### src/rtl/plist_pkg.sv
`default_nettype none

package plist_pkg;

    localparam int REQ_W       = 3;
    localparam int VALUE_W     = 32;
    localparam int POS_W       = 8;
    localparam int STATUS_W    = 2;
    localparam int COUNT_W     = 5;
    localparam int IN_TDATA_W  = 40;
    localparam int OUT_TDATA_W = 40;
    localparam int OUT_PAD_W   = OUT_TDATA_W - COUNT_W - VALUE_W;

    typedef enum logic [REQ_W-1:0] {
        REQ_INS_FIRST = 3'd0,
        REQ_INS_LAST  = 3'd1,
        REQ_INS_AT    = 3'd2,
        REQ_DEL_FIRST = 3'd3,
        REQ_DEL_LAST  = 3'd4,
        REQ_DEL_AT    = 3'd5,
        REQ_DISPLAY   = 3'd6
    } t_req;

    typedef enum logic [STATUS_W-1:0] {
        STS_DONE   = 2'd0,
        STS_BADPOS = 2'd1,
        STS_FULL   = 2'd2,
        STS_EMPTY  = 2'd3
    } t_status;

    typedef enum logic [3:0] {
        ST_IDLE,
        ST_EXEC,
        ST_LOOP,
        ST_SHIFT_RD,
        ST_SHIFT_WR,
        ST_INS_WR,
        ST_RESP,
        ST_DISP_RD,
        ST_DISP_LD
    } t_state;

    typedef struct packed {
        logic load_req;
        logic i_init;
        logic i_step;
        logic ram_re;
        logic rd_shift;
        logic ram_we;
        logic wr_ins;
        logic len_inc;
        logic len_dec;
        logic out_load;
        logic out_disp;
    } t_cmd;

    typedef struct packed {
        t_status status;
        logic    is_ins;
        logic    is_disp;
        logic    more;
        logic    disp_last;
        logic    out_free;
    } t_stat;

endpackage

`default_nettype wire

### src/rtl/plist_ram.sv
`default_nettype none

module plist_ram #(
    parameter int WIDTH = 32,
    parameter int DEPTH = 16
) (
    input  wire logic                     i_clk,
    input  wire logic                     i_we,
    input  wire logic [$clog2(DEPTH)-1:0] i_waddr,
    input  wire logic [WIDTH-1:0]         i_wdata,
    input  wire logic                     i_re,
    input  wire logic [$clog2(DEPTH)-1:0] i_raddr,
    output logic      [WIDTH-1:0]         o_rdata
);

    logic [WIDTH-1:0] r_mem [DEPTH];

    always_ff @(posedge i_clk) begin
        if (i_we) begin
            r_mem[i_waddr] <= i_wdata;
        end
        if (i_re) begin
            o_rdata <= r_mem[i_raddr];
        end
    end

endmodule

`default_nettype wire

### src/rtl/plist_ctrl.sv
`default_nettype none

module plist_ctrl (
    input  wire logic            i_clk,
    input  wire logic            i_rst_n,
    input  wire logic            i_s_tvalid,
    output logic                 o_s_tready,
    input  wire plist_pkg::t_stat i_stat,
    output plist_pkg::t_cmd      o_cmd
);

    plist_pkg::t_state r_state, n_state;

    always_ff @(posedge i_clk) begin
        if (!i_rst_n) begin
            r_state <= plist_pkg::ST_IDLE;
        end else begin
            r_state <= n_state;
        end
    end

    always_comb begin
        n_state    = r_state;
        o_cmd      = '0;
        o_s_tready = 1'b0;
        unique case (r_state)
            plist_pkg::ST_IDLE: begin
                o_s_tready = 1'b1;
                if (i_s_tvalid) begin
                    o_cmd.load_req = 1'b1;
                    n_state        = plist_pkg::ST_EXEC;
                end
            end
            plist_pkg::ST_EXEC: begin
                if (i_stat.status != plist_pkg::STS_DONE) begin
                    n_state = plist_pkg::ST_RESP;
                end else if (i_stat.is_disp) begin
                    o_cmd.i_init = 1'b1;
                    n_state      = plist_pkg::ST_DISP_RD;
                end else begin
                    o_cmd.i_init = 1'b1;
                    n_state      = plist_pkg::ST_LOOP;
                end
            end
            plist_pkg::ST_LOOP: begin
                if (i_stat.more) begin
                    n_state = plist_pkg::ST_SHIFT_RD;
                end else if (i_stat.is_ins) begin
                    n_state = plist_pkg::ST_INS_WR;
                end else begin
                    o_cmd.len_dec = 1'b1;
                    n_state       = plist_pkg::ST_RESP;
                end
            end
            plist_pkg::ST_SHIFT_RD: begin
                o_cmd.ram_re   = 1'b1;
                o_cmd.rd_shift = 1'b1;
                n_state        = plist_pkg::ST_SHIFT_WR;
            end
            plist_pkg::ST_SHIFT_WR: begin
                o_cmd.ram_we = 1'b1;
                o_cmd.i_step = 1'b1;
                n_state      = plist_pkg::ST_LOOP;
            end
            plist_pkg::ST_INS_WR: begin
                o_cmd.ram_we  = 1'b1;
                o_cmd.wr_ins  = 1'b1;
                o_cmd.len_inc = 1'b1;
                n_state       = plist_pkg::ST_RESP;
            end
            plist_pkg::ST_RESP: begin
                if (i_stat.out_free) begin
                    o_cmd.out_load = 1'b1;
                    n_state        = plist_pkg::ST_IDLE;
                end
            end
            plist_pkg::ST_DISP_RD: begin
                o_cmd.ram_re = 1'b1;
                n_state      = plist_pkg::ST_DISP_LD;
            end
            plist_pkg::ST_DISP_LD: begin
                // hold the read data until the output register frees up
                if (i_stat.out_free) begin
                    o_cmd.out_load = 1'b1;
                    o_cmd.out_disp = 1'b1;
                    if (i_stat.disp_last) begin
                        n_state = plist_pkg::ST_IDLE;
                    end else begin
                        o_cmd.i_step = 1'b1;
                        n_state      = plist_pkg::ST_DISP_RD;
                    end
                end
            end
            default: begin
                n_state = plist_pkg::ST_IDLE;
            end
        endcase
    end

endmodule

`default_nettype wire

### src/rtl/plist_dp.sv
`default_nettype none

module plist_dp #(
    parameter int CAPACITY = 16
) (
    input  wire logic                           i_clk,
    input  wire logic                           i_rst_n,
    input  wire logic [plist_pkg::REQ_W-1:0]    i_req,
    input  wire logic [plist_pkg::VALUE_W-1:0]  i_value,
    input  wire logic [plist_pkg::POS_W-1:0]    i_pos,
    input  wire logic                           i_m_tready,
    input  wire plist_pkg::t_cmd                i_cmd,
    output plist_pkg::t_stat                    o_stat,
    output logic                                o_out_valid,
    output logic [plist_pkg::STATUS_W-1:0]      o_out_status,
    output logic [plist_pkg::COUNT_W-1:0]       o_out_count,
    output logic [plist_pkg::VALUE_W-1:0]       o_out_value,
    output logic                                o_out_last
);

    localparam int IW = $clog2(CAPACITY + 1);
    localparam int AW = $clog2(CAPACITY);
    localparam int CW = ((IW > plist_pkg::POS_W) ? IW : plist_pkg::POS_W) + 1;

    plist_pkg::t_req                 r_req;
    logic [plist_pkg::VALUE_W-1:0]   r_value;
    logic [plist_pkg::POS_W-1:0]     r_pos;
    logic [IW-1:0]                   r_len;
    logic [IW-1:0]                   r_i;
    logic                            r_ok;
    logic                            r_out_valid;
    logic [plist_pkg::STATUS_W-1:0]  r_out_status;
    logic [plist_pkg::COUNT_W-1:0]   r_out_count;
    logic [plist_pkg::VALUE_W-1:0]   r_out_value;
    logic                            r_out_last;

    logic [CW-1:0]                   len_c, pos_c, i_c, idx_c;
    logic [IW-1:0]                   idx, i_prev, i_next;
    logic [31:0]                     len32;
    plist_pkg::t_status              status;
    logic                            is_ins, is_disp;
    logic [AW-1:0]                   raddr, waddr;
    logic [plist_pkg::VALUE_W-1:0]   wdata, rdata;

    assign len_c  = CW'(r_len);
    assign pos_c  = CW'(r_pos);
    assign i_c    = CW'(r_i);
    assign i_prev = r_i - IW'(1);
    assign i_next = r_i + IW'(1);
    assign len32  = 32'(r_len);

    always_comb begin
        status  = plist_pkg::STS_DONE;
        is_ins  = 1'b0;
        is_disp = 1'b0;
        idx_c   = '0;
        unique case (r_req) inside
            plist_pkg::REQ_INS_FIRST, plist_pkg::REQ_INS_LAST, plist_pkg::REQ_INS_AT: begin
                is_ins = 1'b1;
                if (r_req == plist_pkg::REQ_INS_LAST) begin
                    idx_c = len_c;
                end else if (r_req == plist_pkg::REQ_INS_AT) begin
                    idx_c = pos_c - CW'(1);
                end
                // full check wins over the position check
                if (len_c >= CW'(CAPACITY)) begin
                    status = plist_pkg::STS_FULL;
                end else if (r_req == plist_pkg::REQ_INS_AT &&
                             (pos_c == '0 || pos_c > len_c + CW'(1))) begin
                    status = plist_pkg::STS_BADPOS;
                end
            end
            plist_pkg::REQ_DEL_FIRST, plist_pkg::REQ_DEL_LAST, plist_pkg::REQ_DEL_AT: begin
                if (r_req == plist_pkg::REQ_DEL_LAST) begin
                    idx_c = len_c - CW'(1);
                end else if (r_req == plist_pkg::REQ_DEL_AT) begin
                    idx_c = pos_c - CW'(1);
                end
                if (len_c == '0) begin
                    status = plist_pkg::STS_EMPTY;
                end else if (r_req == plist_pkg::REQ_DEL_AT &&
                             (pos_c == '0 || pos_c > len_c)) begin
                    status = plist_pkg::STS_BADPOS;
                end
            end
            plist_pkg::REQ_DISPLAY: begin
                is_disp = 1'b1;
                if (len_c == '0) begin
                    status = plist_pkg::STS_EMPTY;
                end
            end
            default: begin
                status = plist_pkg::STS_BADPOS;
            end
        endcase
    end

    assign idx = idx_c[IW-1:0];

    always_comb begin
        o_stat.status    = status;
        o_stat.is_ins    = is_ins;
        o_stat.is_disp   = is_disp;
        o_stat.more      = is_ins ? (r_i > idx) : (i_c + CW'(1) < len_c);
        o_stat.disp_last = (i_c + CW'(1) == len_c);
        o_stat.out_free  = !r_out_valid || i_m_tready;
    end

    // shift moves toward the back on insert, toward the front on delete
    always_comb begin
        if (i_cmd.rd_shift) begin
            raddr = is_ins ? i_prev[AW-1:0] : i_next[AW-1:0];
        end else begin
            raddr = r_i[AW-1:0];
        end
        waddr = i_cmd.wr_ins ? idx[AW-1:0] : r_i[AW-1:0];
        wdata = i_cmd.wr_ins ? r_value : rdata;
    end

    plist_ram #(
        .WIDTH (plist_pkg::VALUE_W),
        .DEPTH (CAPACITY)
    ) u_ram (
        .i_clk   (i_clk),
        .i_we    (i_cmd.ram_we),
        .i_waddr (waddr),
        .i_wdata (wdata),
        .i_re    (i_cmd.ram_re),
        .i_raddr (raddr),
        .o_rdata (rdata)
    );

    always_ff @(posedge i_clk) begin
        if (i_cmd.load_req) begin
            r_req   <= plist_pkg::t_req'(i_req);
            r_value <= i_value;
            r_pos   <= i_pos;
            r_ok    <= 1'b0;
        end
        if (i_cmd.i_init) begin
            r_i  <= is_ins ? r_len : (is_disp ? '0 : idx);
            r_ok <= 1'b1;
        end else if (i_cmd.i_step) begin
            r_i <= is_ins ? i_prev : i_next;
        end
        if (i_cmd.out_load) begin
            r_out_count <= len32[plist_pkg::COUNT_W-1:0];
            if (i_cmd.out_disp) begin
                r_out_status <= plist_pkg::STS_DONE;
                r_out_value  <= rdata;
                r_out_last   <= o_stat.disp_last;
            end else begin
                // the live status follows the new count; hold done once the list moved
                r_out_status <= r_ok ? plist_pkg::STS_DONE : status;
                r_out_value  <= '0;
                r_out_last   <= 1'b1;
            end
        end
    end

    always_ff @(posedge i_clk) begin
        if (!i_rst_n) begin
            r_len       <= '0;
            r_out_valid <= 1'b0;
        end else begin
            if (i_cmd.len_inc) begin
                r_len <= r_len + IW'(1);
            end else if (i_cmd.len_dec) begin
                r_len <= r_len - IW'(1);
            end
            if (i_cmd.out_load) begin
                r_out_valid <= 1'b1;
            end else if (i_m_tready) begin
                r_out_valid <= 1'b0;
            end
        end
    end

    assign o_out_valid  = r_out_valid;
    assign o_out_status = r_out_status;
    assign o_out_count  = r_out_count;
    assign o_out_value  = r_out_value;
    assign o_out_last   = r_out_last;

endmodule

`default_nettype wire

### src/rtl/positional_list_engine.sv
`default_nettype none

// Ordered list of up to CAPACITY signed 32-bit values, one request at a time.
// Requests enter on the slave stream (kind in tuser, value and position in
// tdata); results leave on the master stream through an output register, so a
// new request is taken while the last result still waits. The entries sit in
// a single-port-write, registered-read memory. A request that moves n
// entries (insert at a position ahead of n entries, or delete with n entries
// behind it) walks each moved entry through a read, a write and a loop
// check; a display reads each entry and loads it into the output register
// once that register is free. No clearing is needed after reset: only
// entries below the count are ever read.
module positional_list_engine #(
    parameter int CAPACITY = 16
) (
    input  wire logic                                i_clk,
    input  wire logic                                i_rst_n,
    input  wire logic                                i_s_tvalid,
    output logic                                     o_s_tready,
    // [31:0] value, [39:32] position
    input  wire logic [plist_pkg::IN_TDATA_W-1:0]    i_s_tdata,
    // [2:0] req_type
    input  wire logic [plist_pkg::REQ_W-1:0]         i_s_tuser,
    output logic                                     o_m_tvalid,
    input  wire logic                                i_m_tready,
    // [4:0] entry_count, [36:5] entry_value, [39:37] zero
    output logic [plist_pkg::OUT_TDATA_W-1:0]        o_m_tdata,
    // [1:0] status
    output logic [plist_pkg::STATUS_W-1:0]           o_m_tuser,
    output logic                                     o_m_tlast
);

    plist_pkg::t_cmd                cmd;
    plist_pkg::t_stat               stat;
    logic [plist_pkg::COUNT_W-1:0]  out_count;
    logic [plist_pkg::VALUE_W-1:0]  out_value;

    plist_ctrl u_ctrl (
        .i_clk      (i_clk),
        .i_rst_n    (i_rst_n),
        .i_s_tvalid (i_s_tvalid),
        .o_s_tready (o_s_tready),
        .i_stat     (stat),
        .o_cmd      (cmd)
    );

    plist_dp #(
        .CAPACITY (CAPACITY)
    ) u_dp (
        .i_clk        (i_clk),
        .i_rst_n      (i_rst_n),
        .i_req        (i_s_tuser),
        .i_value      (i_s_tdata[plist_pkg::VALUE_W-1:0]),
        .i_pos        (i_s_tdata[plist_pkg::VALUE_W +: plist_pkg::POS_W]),
        .i_m_tready   (i_m_tready),
        .i_cmd        (cmd),
        .o_stat       (stat),
        .o_out_valid  (o_m_tvalid),
        .o_out_status (o_m_tuser),
        .o_out_count  (out_count),
        .o_out_value  (out_value),
        .o_out_last   (o_m_tlast)
    );

    assign o_m_tdata = {{plist_pkg::OUT_PAD_W{1'b0}}, out_value, out_count};

    // one request in flight: no second request right after one is taken
    a_one_in_flight: assert property (@(posedge i_clk) disable iff (!i_rst_n)
        i_s_tvalid && o_s_tready |=> !o_s_tready)
        else $error("request accepted while another is in flight");

    a_load_when_free: assert property (@(posedge i_clk) disable iff (!i_rst_n)
        cmd.out_load |-> stat.out_free)
        else $error("output register overwritten before it was taken");

    a_ram_one_op: assert property (@(posedge i_clk) disable iff (!i_rst_n)
        !(cmd.ram_we && cmd.ram_re))
        else $error("memory read and write in the same cycle");

    a_empty_is_final: assert property (@(posedge i_clk) disable iff (!i_rst_n)
        o_m_tvalid && o_m_tuser != plist_pkg::STS_DONE |-> o_m_tlast)
        else $error("error result not marked final");

endmodule

`default_nettype wire
### config.mk
export PLATFORM = sky130hd
export DESIGN_NAME = positional_list_engine
export DESIGN_NICKNAME = d
export VERILOG_FILES = /design/src/rtl/plist_pkg.sv /design/src/rtl/plist_ram.sv /design/src/rtl/plist_ctrl.sv /design/src/rtl/plist_dp.sv /design/src/rtl/positional_list_engine.sv
export SDC_FILE = /design/constraint.sdc
export NUM_CORES = 1
export LEC_CHECK = 0
export ABC_AREA = 0
export BUFFER_PORTS_ARGS = -buffer_cell sky130_fd_sc_hd__clkbuf_2
export CAP_MARGIN = 30
export CORE_MARGIN = 4
export CORE_UTILIZATION = 50
export DETAILED_ROUTE_END_ITERATION = 6
export GPL_TIMING_DRIVEN = 0
export PLACE_DENSITY = 0.67
export SYNTH_ARGS = -nofsm -noshare
export SYNTH_HDL_FRONTEND = slang
export SYNTH_HIERARCHICAL = 1
export SYNTH_SLANG_ARGS = --single-unit
### constraint.sdc
create_clock -name i_clk -period 5.9 [get_ports i_clk]
set_input_delay 1.18 -clock i_clk [delete_from_list [all_inputs] [get_ports i_clk]]
set_output_delay 1.18 -clock i_clk [all_outputs]
set_load 0.02 [all_outputs]
==> qor.yml <==
cp_top_family: "simple AND/OR/NAND/NOR gates"
postSynthAreaPerCell_um2: 19.6
ys_ff_latch: 643
synth_top_cell_area_share: 0.736
drc: 0
yosysWarnings: 6
grt_use_total: 0.206
drtAntennaViolNets: 0
clk_pin_slew_worst_paths_ns: 0.06
initial_core_util: 0.510
vias: 13200
grt_max_degree: 28
fin_crit_sh: 0.695
cts_tree: "built"
cap_viol_max_count: 0
synth_area_leader_cell: "edfxtp_1"
utilization: 0.591
rows: 82
slew_headroom: 0.285
post_cts_resized: 0
hold_path.class: "reg -> reg"
drtIter0Drc: 1260
max_stage_delay_ns: 0.84
ioPinCount: 92
crit_required_ns: 6.19
reg2reg_slack_ns: 1.80
routedWlPerCell_um: 25.5
synthArstFlopShare: 0
synth_top_cells_by_count: "632 x edfxtp_1, 128 x mux4_2, 68 x a22oi_1"
clkLatencyLatePin_ns: 0.60
io_buffers: 88
die_h_um: 235
crit_path_max_fanout: 10
syn-instance-count: 1315
vias_per_cell: 5.94
syn_area_mm2: 0.0258
timing_hold_violations_final: 0
status: "finished, final reports clean"
core-area_mm2: 0.0506
fin_worst_skew_ns: 0.0299
timing.final.ws_setup_ns: 1.80
antenna_found_initial: 0
max_freq_mhz: 244
overflow: 0
post-cts-setup-buffers: 0
leakagePower_nw: 9.77
synth_enable_flop_cells: 632
crit_buf_inv: 6
numCtsBuffers: 67
period_minus_slack_ns: 4.10
grt_pass1_vias: 13600
n_antenna_cell: 0
rsz0062_at_grt: "no"
yosysSeqAreaShare: 0.745
cts.sinks: 643
yosys.cell_types.count: 72
worst_hold_slack_ns: 0.434
cts_root_buf: "clkbuf_16"
die_w_um: 235
path_common_cell: "buf_2"
stdcell_count: 2227
die-area_mm2: 0.0553
drive_above_1_share: 0.294
synth_ff_type: "edfxtp_1"
finalSetupViolCount: 0
grt_pass1_wl_um: 86200
fin_setup_tns_ns: 0
dp_cells: 2108
clk_path_buf_depth: 3
htree_levels: 3
synth_most_common_cell: "edfxtp_1"
startpoint_type: "register"
nets: 1578
critPathArrivalTime_ns: 4.39
hpwl_um: 36600
drtPass1Iterations: 5
synthTopCellsByArea: "edfxtp_1 74%, mux4_2 11%, a22oi_1 2.0%"
tightest_slew_ns: 1.07
gp_congestion: 0.844
critPathKind: "reg -> reg"
path_cells: "buf_2 -> nand2b_1 -> nor2_1 -> buf_4 -> buf_2 -> buf_2 -> a21oi_1 -> or3b_2 -> nor3_2 -> buf_8 -> buf_6"
preCtsSetupSlack_ns: 1.84
cpMaxStageDelayCell: "nor3_2"
power_density_mw_per_mm2: 436
drv_slew: 0
area_growth_pct: 16.0
cts-hold-fix-buffers: 0
endpoint_kind: "register"
peakVddDrop_uv: 266
wirelength_um: 56900
## worst reg2reg max path: stages (launching register included)
cell,delay [ns]
dfxtp_1,0.29
buf_2,0.17
nand2b_1,0.21
nor2_1,0.22
buf_4,0.19
buf_2,0.32
buf_2,0.33
a21oi_1,0.16
or3b_2,0.62
nor3_2,0.84
buf_8,0.26
buf_6,0.18
## sequential cells by signal, summed over array words and instances (netlist names), 2 cells and up
signal,count
u_dp/u_ram/r_mem,512
u_dp/o_out_value,32
u_dp/r_value,32
u_dp/u_ram/o_rdata,32
u_dp/r_pos,8
u_dp/o_out_count,5
u_dp/r_i,5
u_dp/r_len,5
u_ctrl/r_state,4
u_dp/r_req,3
u_dp/o_out_status,2
## kinds of logic after synthesis
group | synth area share
AOI/OAI and AO/OA | 0.0431
xor gates and xnor gates | 0.00747
adders and majority gates | 0.0126
buffers and inverters | 0.0186
DFF | 0.745
muxes | 0.128
other | 0.000145
and+or+nand+nor | 0.0456
## per-stage QoR
step	area [um^2]	power [mW]
2_1_floorplan	25800	7.99
3_3_place_gp	27100	8.89
3_5_place_dp	27800	9.02
4_1_cts	29900	13.2
5_1_grt	29900	13.6
6_report	29900	13.0
## placed cells by master (no fill, tap or decap), drive strengths merged, types with 6 or more instances in the layout
master	instances
bufinv	7
o21a	6
nor2b	12
mux2	33
mux4	128
xnor2	15
nor3b	8
nor2	43
buf	85
and2	37
nor3	14
dfxtp	11
nand3	10
clkbuf	190
o21ai	15
a21oi	22
inv	18
clkinv	28
edfxtp	632
a22oi	68
xor2	7
ha	26
nand2b	10
nand2	56
## worst paths after layout
path	startpoint	end	cells past startpoint
setup / recovery	u_ctrl/r_state[3]$_SDFFE_PN0P_	u_dp/u_ram/r_mem[0][16]$_DFFE_PP_	11
hold / removal	u_dp/r_len[4]$_SDFFE_PN0P_	u_dp/o_out_count[4]$_DFFE_PP_	0
setup reg to reg	u_ctrl/r_state[3]$_SDFFE_PN0P_	u_dp/u_ram/r_mem[0][16]$_DFFE_PP_	11
hold reg to reg	u_dp/r_len[4]$_SDFFE_PN0P_	u_dp/o_out_count[4]$_DFFE_PP_	0
## final cells by class
class,instances,area (um^2)
buffer,77,414
clock buffer,79,1760
clock inverter,40,367
fill,3622,20700
inverter,16,65.1
multi-input combinational,581,6240
sequential,643,19200
tap,672,841
timing repair buffer,119,1010
## per-layer routing
layer,up-vias,global-route usage,wire length (um),share of wire
li1,5738,-,-,-
met1,6915,0.291,24000,0.42
met2,501,0.336,27900,0.49
met3,80,0.0366,3770,0.066
met4,0,0.0559,1150,0.020
met5,-,0,0,0
## where the power goes
| part | switching (mW) | leakage [nW] | internal [mW] |
|---|---|---|---|
| Sequential | 0.114 | 5.75 | 5.48 |
| Clock | 1.68 | 1.04 | 2.44 |
| Combinational | 1.95 | 2.99 | 1.39 |
| Total | 3.74 | 9.77 | 9.30 |
(Power assumes the default switching activity.)
